File: src/rtl/touch_packet_deframe_and_scale_core_defines.svh
// ----------------------------------------------------------------------------
// Touch packet deframer assertion macros
// Shared assertion shorthands for the touch packet deframe and scale core.
// ----------------------------------------------------------------------------
`ifndef TOUCH_PACKET_DEFRAME_AND_SCALE_CORE_DEFINES_SVH
`define TOUCH_PACKET_DEFRAME_AND_SCALE_CORE_DEFINES_SVH

// Checks a property on the rising clock edge while reset is released.
`define TPDS_ASSERT(lbl, clk, rst_n, prop) \
  lbl: assert property (@(posedge clk) disable iff (!rst_n) prop) \
    else $error("tpds assertion failed");

// Checks a property on the rising clock edge, including during reset.
`define TPDS_ASSERT_ALWAYS(lbl, clk, prop) \
  lbl: assert property (@(posedge clk) prop) \
    else $error("tpds assertion failed");

`endif

File: src/rtl/tpds_pkg.sv
// ----------------------------------------------------------------------------
// Touch packet deframer package
// Shared widths, codes and types of the touch packet deframe and scale core.
// ----------------------------------------------------------------------------
package tpds_pkg;

  localparam int unsigned ByteW     = 8;
  localparam int unsigned CoordW    = 16;
  localparam int unsigned ProdW     = 2 * CoordW;
  localparam int unsigned CountW    = 3;
  localparam int unsigned PktBytes  = 5;
  localparam int unsigned CfgIdxW   = 2;
  localparam int unsigned FracW     = 12;

  localparam logic [ByteW-1:0]  UntouchCode   = 8'h80;
  localparam logic [CoordW-1:0] WidthReset    = 16'd800;
  localparam logic [CoordW-1:0] HeightReset   = 16'd600;
  localparam logic [FracW:0]    FullScale     = 13'h0fff;

  typedef enum logic [CfgIdxW-1:0] {
    REG_SCREEN_WIDTH    = 2'd0,
    REG_SCREEN_HEIGHT   = 2'd1,
    REG_INVERT_X_ORIGIN = 2'd2,
    REG_INVERT_Y_ORIGIN = 2'd3
  } cfg_reg_e;

  typedef struct packed {
    logic              valid;
    logic [ByteW-1:0]  command;
    logic [CoordW-1:0] raw_x;
    logic [CoordW-1:0] raw_y;
  } pkt_t;

endpackage

File: src/rtl/tpds_framer.sv
// ----------------------------------------------------------------------------
// Touch packet framer
// Hunts for a start byte, gathers five-byte packets and holds each complete
// packet in a register until the scaling pipeline takes it.
// ----------------------------------------------------------------------------
module tpds_framer
  import tpds_pkg::*;
(
  input  logic             clk_i,
  input  logic             rst_ni,
  input  logic             accept_i,
  input  logic [ByteW-1:0] rx_byte_i,
  input  logic             pop_i,
  output pkt_t             pkt_o
);

  localparam logic [CountW-1:0] LastCount = CountW'(PktBytes - 1);

  logic                  in_packet_q, in_packet_d;
  logic [CountW-1:0]     count_q, count_d;
  logic [ByteW-1:0]      bytes_q [PktBytes-1];
  logic                  store_en;
  logic                  complete;
  logic                  pkt_valid_q, pkt_valid_d;
  logic [ByteW-1:0]      cmd_q;
  logic [CoordW-1:0]     raw_x_q, raw_y_q;

  always_comb begin
    in_packet_d = in_packet_q;
    count_d     = count_q;
    store_en    = 1'b0;
    complete    = 1'b0;
    if (accept_i) begin
      if (!in_packet_q) begin
        if (rx_byte_i[ByteW-1]) begin
          store_en    = 1'b1;
          in_packet_d = 1'b1;
          count_d     = CountW'(1);
        end else begin
          count_d = '0;
        end
      end else if (count_q >= LastCount) begin
        complete    = 1'b1;
        in_packet_d = 1'b0;
        count_d     = '0;
      end else begin
        store_en = 1'b1;
        count_d  = count_q + CountW'(1);
      end
    end
  end

  assign pkt_valid_d = (pkt_valid_q && !pop_i) || complete;

  always_ff @(posedge clk_i or negedge rst_ni) begin
    if (!rst_ni) begin
      in_packet_q <= 1'b0;
      count_q     <= '0;
      pkt_valid_q <= 1'b0;
    end else begin
      in_packet_q <= in_packet_d;
      count_q     <= count_d;
      pkt_valid_q <= pkt_valid_d;
    end
  end

  always_ff @(posedge clk_i) begin
    if (store_en) begin
      bytes_q[count_d[1:0] - 2'd1] <= rx_byte_i;
    end
    if (complete) begin
      cmd_q   <= bytes_q[0];
      raw_y_q <= {bytes_q[1], bytes_q[2]};
      raw_x_q <= {bytes_q[3], rx_byte_i};
    end
  end

  assign pkt_o.valid   = pkt_valid_q;
  assign pkt_o.command = cmd_q;
  assign pkt_o.raw_x   = raw_x_q;
  assign pkt_o.raw_y   = raw_y_q;

endmodule

File: src/rtl/tpds_axis_scaler.sv
// ----------------------------------------------------------------------------
// Touch axis scaler
// Multiplies a raw coordinate by the screen size, divides by full scale with
// a shift-and-fold reduction and applies the optional origin inversion.
// ----------------------------------------------------------------------------
module tpds_axis_scaler
  import tpds_pkg::*;
(
  input  logic              clk_i,
  input  logic              load_prod_i,
  input  logic              load_out_i,
  input  logic [CoordW-1:0] raw_i,
  input  logic [CoordW-1:0] size_i,
  input  logic [CoordW-1:0] origin_i,
  output logic [CoordW-1:0] pos_o
);

  localparam int unsigned Q0W = ProdW - FracW;
  localparam int unsigned R0W = Q0W + 1;
  localparam int unsigned Q1W = R0W - FracW;
  localparam int unsigned R1W = FracW + 1;

  logic [ProdW-1:0]  prod_q;
  logic [Q0W-1:0]    q0;
  logic [R0W-1:0]    r0;
  logic [Q1W-1:0]    q1;
  logic [R1W-1:0]    r1;
  logic              carry;
  logic [CoordW-1:0] quot;
  logic [CoordW-1:0] pos_d;
  logic [CoordW-1:0] pos_q;

  // Division by 4095 uses p = 4096 * q + r, so p = 4095 * q + (q + r).
  always_comb begin
    q0    = prod_q[ProdW-1:FracW];
    r0    = R0W'(prod_q[FracW-1:0]) + R0W'(q0);
    q1    = r0[R0W-1:FracW];
    r1    = R1W'(r0[FracW-1:0]) + R1W'(q1);
    carry = (r1 >= FullScale);
    quot  = q0[CoordW-1:0] + CoordW'(q1) + CoordW'(carry);
    pos_d = (origin_i != '0) ? (origin_i - quot) : quot;
  end

  always_ff @(posedge clk_i) begin
    if (load_prod_i) begin
      prod_q <= size_i * raw_i;
    end
    if (load_out_i) begin
      pos_q <= pos_d;
    end
  end

  assign pos_o = pos_q;

endmodule

File: src/rtl/touch_packet_deframe_and_scale_core.sv
// ----------------------------------------------------------------------------
// Touch packet deframe and scale core
// Turns a serial byte stream from a touch controller into scaled positions.
// ----------------------------------------------------------------------------
// The core takes one received byte per clock cycle while the input is not
// stalled and gives one result per complete five-byte packet. A packet
// passes from the packet register through the product register of each axis
// multiplier to the output register.
// The input stalls only when all three registers are full and the output is
// stalled. Configuration writes are always taken in the cycle they are
// presented.
module touch_packet_deframe_and_scale_core
  import tpds_pkg::*;
(
  input  logic               clk_i,
  input  logic               rst_ni,
  input  logic               cfg_valid_i,
  output logic               cfg_ready_o,
  input  logic [CfgIdxW-1:0] cfg_index_i,
  input  logic [CoordW-1:0]  cfg_data_i,
  input  logic               in_valid_i,
  output logic               in_stall_o,
  input  logic [ByteW-1:0]   rx_byte_i,
  output logic               out_valid_o,
  input  logic               out_stall_i,
  output logic [ByteW-1:0]   command_o,
  output logic               pressed_o,
  output logic [CoordW-1:0]  pos_x_o,
  output logic [CoordW-1:0]  pos_y_o
);

`include "touch_packet_deframe_and_scale_core_defines.svh"

  logic [CoordW-1:0] width_q, height_q, x_origin_q, y_origin_q;
  pkt_t              pkt;
  logic              s1_ready, s1_adv;
  logic              s2_valid_q, s2_ready, s2_adv;
  logic              s3_valid_q, s3_ready;
  logic [ByteW-1:0]  cmd2_q, cmd3_q;
  logic              in_accept;

  assign cfg_ready_o = 1'b1;

  always_ff @(posedge clk_i or negedge rst_ni) begin
    if (!rst_ni) begin
      width_q    <= WidthReset;
      height_q   <= HeightReset;
      x_origin_q <= WidthReset;
      y_origin_q <= HeightReset;
    end else if (cfg_valid_i && cfg_ready_o) begin
      case (cfg_index_i)
        REG_SCREEN_WIDTH:    width_q    <= cfg_data_i;
        REG_SCREEN_HEIGHT:   height_q   <= cfg_data_i;
        REG_INVERT_X_ORIGIN: x_origin_q <= cfg_data_i;
        REG_INVERT_Y_ORIGIN: y_origin_q <= cfg_data_i;
        default: ;
      endcase
    end
  end

  assign s3_ready   = !s3_valid_q || !out_stall_i;
  assign s2_adv     = s2_valid_q && s3_ready;
  assign s2_ready   = !s2_valid_q || s3_ready;
  assign s1_adv     = pkt.valid && s2_ready;
  assign s1_ready   = !pkt.valid || s2_ready;
  assign in_stall_o = !s1_ready;
  assign in_accept  = in_valid_i && !in_stall_o;

  tpds_framer u_framer (
    .clk_i     (clk_i),
    .rst_ni    (rst_ni),
    .accept_i  (in_accept),
    .rx_byte_i (rx_byte_i),
    .pop_i     (s1_adv),
    .pkt_o     (pkt)
  );

  tpds_axis_scaler u_scale_x (
    .clk_i       (clk_i),
    .load_prod_i (s1_adv),
    .load_out_i  (s2_adv),
    .raw_i       (pkt.raw_x),
    .size_i      (width_q),
    .origin_i    (x_origin_q),
    .pos_o       (pos_x_o)
  );

  tpds_axis_scaler u_scale_y (
    .clk_i       (clk_i),
    .load_prod_i (s1_adv),
    .load_out_i  (s2_adv),
    .raw_i       (pkt.raw_y),
    .size_i      (height_q),
    .origin_i    (y_origin_q),
    .pos_o       (pos_y_o)
  );

  always_ff @(posedge clk_i or negedge rst_ni) begin
    if (!rst_ni) begin
      s2_valid_q <= 1'b0;
      s3_valid_q <= 1'b0;
    end else begin
      if (s2_ready) begin
        s2_valid_q <= pkt.valid;
      end
      if (s3_ready) begin
        s3_valid_q <= s2_valid_q;
      end
    end
  end

  always_ff @(posedge clk_i) begin
    if (s1_adv) begin
      cmd2_q <= pkt.command;
    end
    if (s2_adv) begin
      cmd3_q <= cmd2_q;
    end
  end

  assign out_valid_o = s3_valid_q;
  assign command_o   = cmd3_q;
  assign pressed_o   = (cmd3_q != UntouchCode);

  `TPDS_ASSERT(a_stall_needs_packet, clk_i, rst_ni, in_stall_o |-> pkt.valid)
  `TPDS_ASSERT(a_s1_moves_to_s2, clk_i, rst_ni, s1_adv |=> s2_valid_q)
  `TPDS_ASSERT(a_s2_held_on_stall, clk_i, rst_ni, (s2_valid_q && !s3_ready) |=> s2_valid_q)
  `TPDS_ASSERT(a_out_drains, clk_i, rst_ni,
               (out_valid_o && !out_stall_i && !s2_valid_q) |=> !out_valid_o)

endmodule
File: config.mk
export PLATFORM = sky130hd
export DESIGN_NAME = touch_packet_deframe_and_scale_core
export DESIGN_NICKNAME = d
export VERILOG_FILES = /design/src/rtl/tpds_pkg.sv /design/src/rtl/tpds_framer.sv /design/src/rtl/tpds_axis_scaler.sv /design/src/rtl/touch_packet_deframe_and_scale_core.sv
export VERILOG_INCLUDE_DIRS = /design/src /design/src/rtl
export SDC_FILE = /design/constraint.sdc
export NUM_CORES = 2
export LEC_CHECK = 0
export BUFFER_PORTS_ARGS = -buffer_cell sky130_fd_sc_hd__buf_2
export CAP_MARGIN = 10
export CORE_AREA = 2 2 260 262
export DETAILED_ROUTE_END_ITERATION = 6
export DIE_AREA = 0 0 262 264
export PLACE_DENSITY_LB_ADDON = 0.08
export SETUP_SLACK_MARGIN = 0.15
export SYNTH_ARGS = -nofsm -noshare
export SYNTH_HDL_FRONTEND = slang
export SYNTH_SLANG_ARGS = --single-unit
File: constraint.sdc
create_clock -name clk_i -period 8.9 [get_ports clk_i]
set_input_delay 0.445 -clock clk_i [delete_from_list [all_inputs] [get_ports clk_i]]
set_output_delay 0.445 -clock clk_i [all_outputs]
set_load 0.02 [all_outputs]
==> metrics.cfg <==
[status]
status = complete, no violations

[clock_tree]
cts_tree = done
cts_buffers = 28
clockBufferDepth = 3
htreeDepth = 1
clk_latency_ns = 0.59
clock-sinks = 255
path_clk_slew_ns = 0.07
cts-root-buf = clkbuf_16

[timing]
skew_ns = 0.0528
relSlewSlack_pct = 23.7
post-route-period-util_pct = 93.4
slew_viol_final = 0
setup_slack_ns = 0.584
fmax_ghz = 0.120
layout_min_cycle_time_ns = 8.32
rsz0062_at_grt = false
setup_viol_count_final = 0
worst_pin_slew_ns = 1.14
setup_tns_ns = 0
hold_viol = 0

[setup_path]
crit_end = u_scale_y.pos_o[15]$_DFFE_PP_
r2r_cells = 36
path_max_fanout = 4
crit_cells = 36
critPathSlowestCell = edfxtp_1
worstSetupStartpoint = u_scale_y.prod_q[13]$_DFFE_PP_
start_kind = register
cp.arrival_ns = 8.66
crit_family = compound AO/OA/AOI/OAI gates
required_ns = 9.24
r2r-start = u_scale_y.prod_q[13]$_DFFE_PP_
cp-end-kind = register
r2r_end = u_scale_y.pos_o[15]$_DFFE_PP_
cpPeakStageDelay_ns = 0.42
path_class = reg -> reg
rrSetupSlack_ns = 0.58
cp_num_buf_inv = 0

[layout]
seq_area_um2 = 7320
syn_to_final_growth_pct = 7.96
n_antenna_cell = 0
drive_gt1_share_pct = 8.52
nets = 3730
multiInputGateArea_um2 = 20200
fillers = 6201

[drt]
num_vias = 20700
drc_errors = 0
postRouteAntennaNets = 0
drt_pass1_iterations = 5
finalWirelength_um = 73000
vias_per_cell = 5.30
wl_per_cell_um = 18.7
drtIter0Drc = 1123

[die]
die_w_um = 262
dieArea_um2 = 69200
ios = 75
core_region_area_um2 = 66600
rows = 95
initial_core_util_pct = 44.5
chipHeight_um = 264

[global_route]
grt_first_pass_wirelength_um = 118000
grt_max_degree = 73
antenna_found_initial = 2
track_usage_pct = 21.7
grt.overflow.total = 0
grt_pass1_vias = 21900

[logic_synthesis]
synthTopCellsByCount = inv_1, nand2_1, fa_1, ha_1, and2_1
yosys.cell_count.top_type = inv_1
yosysWarnings = 0
ys_top_cells_by_area = fa_1, edfxtp_1, ha_1
synth_flop_cell = edfxtp_1
yosys.area.top_type = fa_1
synthArstFlopShare_pct = 27.8
synth_cells = 2967
synth_nets = 3692
synth_area_um2 = 29600
synth_seq_cells = 255
synth_enable_flop_cells = 184
synth.avg_cell_area_um2 = 9.99
synth_top_area_share_pct = 26.9
ys_seq_area_share_pct = 24.7
synth.distinct_cells = 68

[place]
pre_cts_slack_ns = 0.116
dp_hpwl_um = 57300
portBuffers = 73
gp_congestion = 0.824

[worst_hold_path]
hold_path.class = in -> reg

[run]
drv_cap = 0

## through the flow
step | hold WS, ns | util, % | cell area (µm²) | instances
floorplan | 0.149 | - | 29600 | 2967
global placement | 0.258 | 46.4 | 30900 | 3840
detailed placement | 0.260 | 46.4 | 30900 | 3840
CTS | 0.149 | 47.8 | 31800 | 3893
global route | 0.160 | 48.1 | 32000 | 3900
finish | 0.169 | 48.1 | 32000 | 3900
## area by class of cell
cell class / count / share of cell area, %
sequential: 255 / 22.9
inverter: 512 / 6.01
timing repair buffer: 91 / 1.58
clock inverter: 13 / 0.512
clock buffer: 39 / 2.44
tap: 873 / 3.41
multi-input combinational: 2117 / 63.2
## repair_timing
| action | in CTS | in global routing |
|---|---|---|
| resized for setup | 2 | 30 |
| setup buffers | 0 | 7 |
| endpoints found under the hold margin | 5 | 0 |
| hold buffers | 1 | 0 |
| pin swaps | 0 | 9 |
| setup endpoints to repair | 1 | 13 |
## sequential cells by signal (all words and copies together), names as in the netlist, 3 cells and up
register	count
command_o	8
y_origin_q	16
u_framer.raw_y_q	16
u_framer.raw_x_q	16
u_scale_x.prod_q	32
u_scale_y.prod_q	32
u_framer.cmd_q	8
cmd2_q	8
u_scale_y.pos_o	16
u_framer.bytes_q	32
x_origin_q	16
height_q	16
width_q	16
u_scale_x.pos_o	16
u_framer.count_q	3
## cells in the final DEF, fill, tap and decap left out, drive strengths merged, types with 39 or more instances in the layout
cell type  instances
a21o              39
a21oi             86
and2             198
buf               90
clkbuf            39
dfrtp             57
edfxtp           184
fa               398
ha               296
inv              514
mux2              65
nand2            399
nor2              87
o21ai             98
xnor2             89
xor2              53
## logic make-up (layout without fill, tap and decap cells)
family | count (synthesis) | count (layout) | synth area share [%]
AOI/OAI and AO/OA | 344 | 344 | 7.36
xor gates and xnor gates | 142 | 142 | 4.20
adders and majority gates | 694 | 694 | 39.4
buffers and inverters | 595 | 655 | 7.55
DFF | 255 | 255 | 24.7
muxes | 76 | 76 | 2.84
other | 1 | 1 | 0.0127
and+or+nand+nor | 860 | 860 | 14.0
## worst min path at each step
stage | start | to | depth (start not counted)
after floorplan | rst_ni | height_q[0]$_DFFE_PN0P_ | 0
after global placement | rst_ni | u_framer.pkt_valid_q$_DFF_PN0_ | 1
after detailed placement | rst_ni | u_framer.pkt_valid_q$_DFF_PN0_ | 1
after CTS | cfg_data_i[6] | x_origin_q[6]$_DFFE_PN0P_ | 2
after global routing | rx_byte_i[3] | u_framer.raw_x_q[3]$_DFFE_PP_ | 1
final | rx_byte_i[2] | u_framer.bytes_q[2][2]$_DFFE_PP_ | 1
## per-layer routing
layer	vias to the layer above	GRT usage (%)	share of wire, %	routed length, µm
li1	9594	-	-	-
met1	10500	31.0	47	34100
met2	524	35.0	46	33700
met3	103	2.89	4.9	3590
met4	0	4.95	2.2	1640
met5	-	0	0	0
## worst reg2reg max path: cells and delay by family, from the launching register on
family / cells / cell delay [ns]
adder cells (fa/ha/maj): 4 / 1.29
XOR/XNOR: 3 / 0.47
flip-flops: 1 / 0.42
AND/OR/NAND/NOR: 8 / 1.71
AO/OA/AOI/OAI: 21 / 4.18
Power is left out: the tool's default activity adds up to more than one toggle a clock period on the data nets, which glitch-free logic cannot reach.
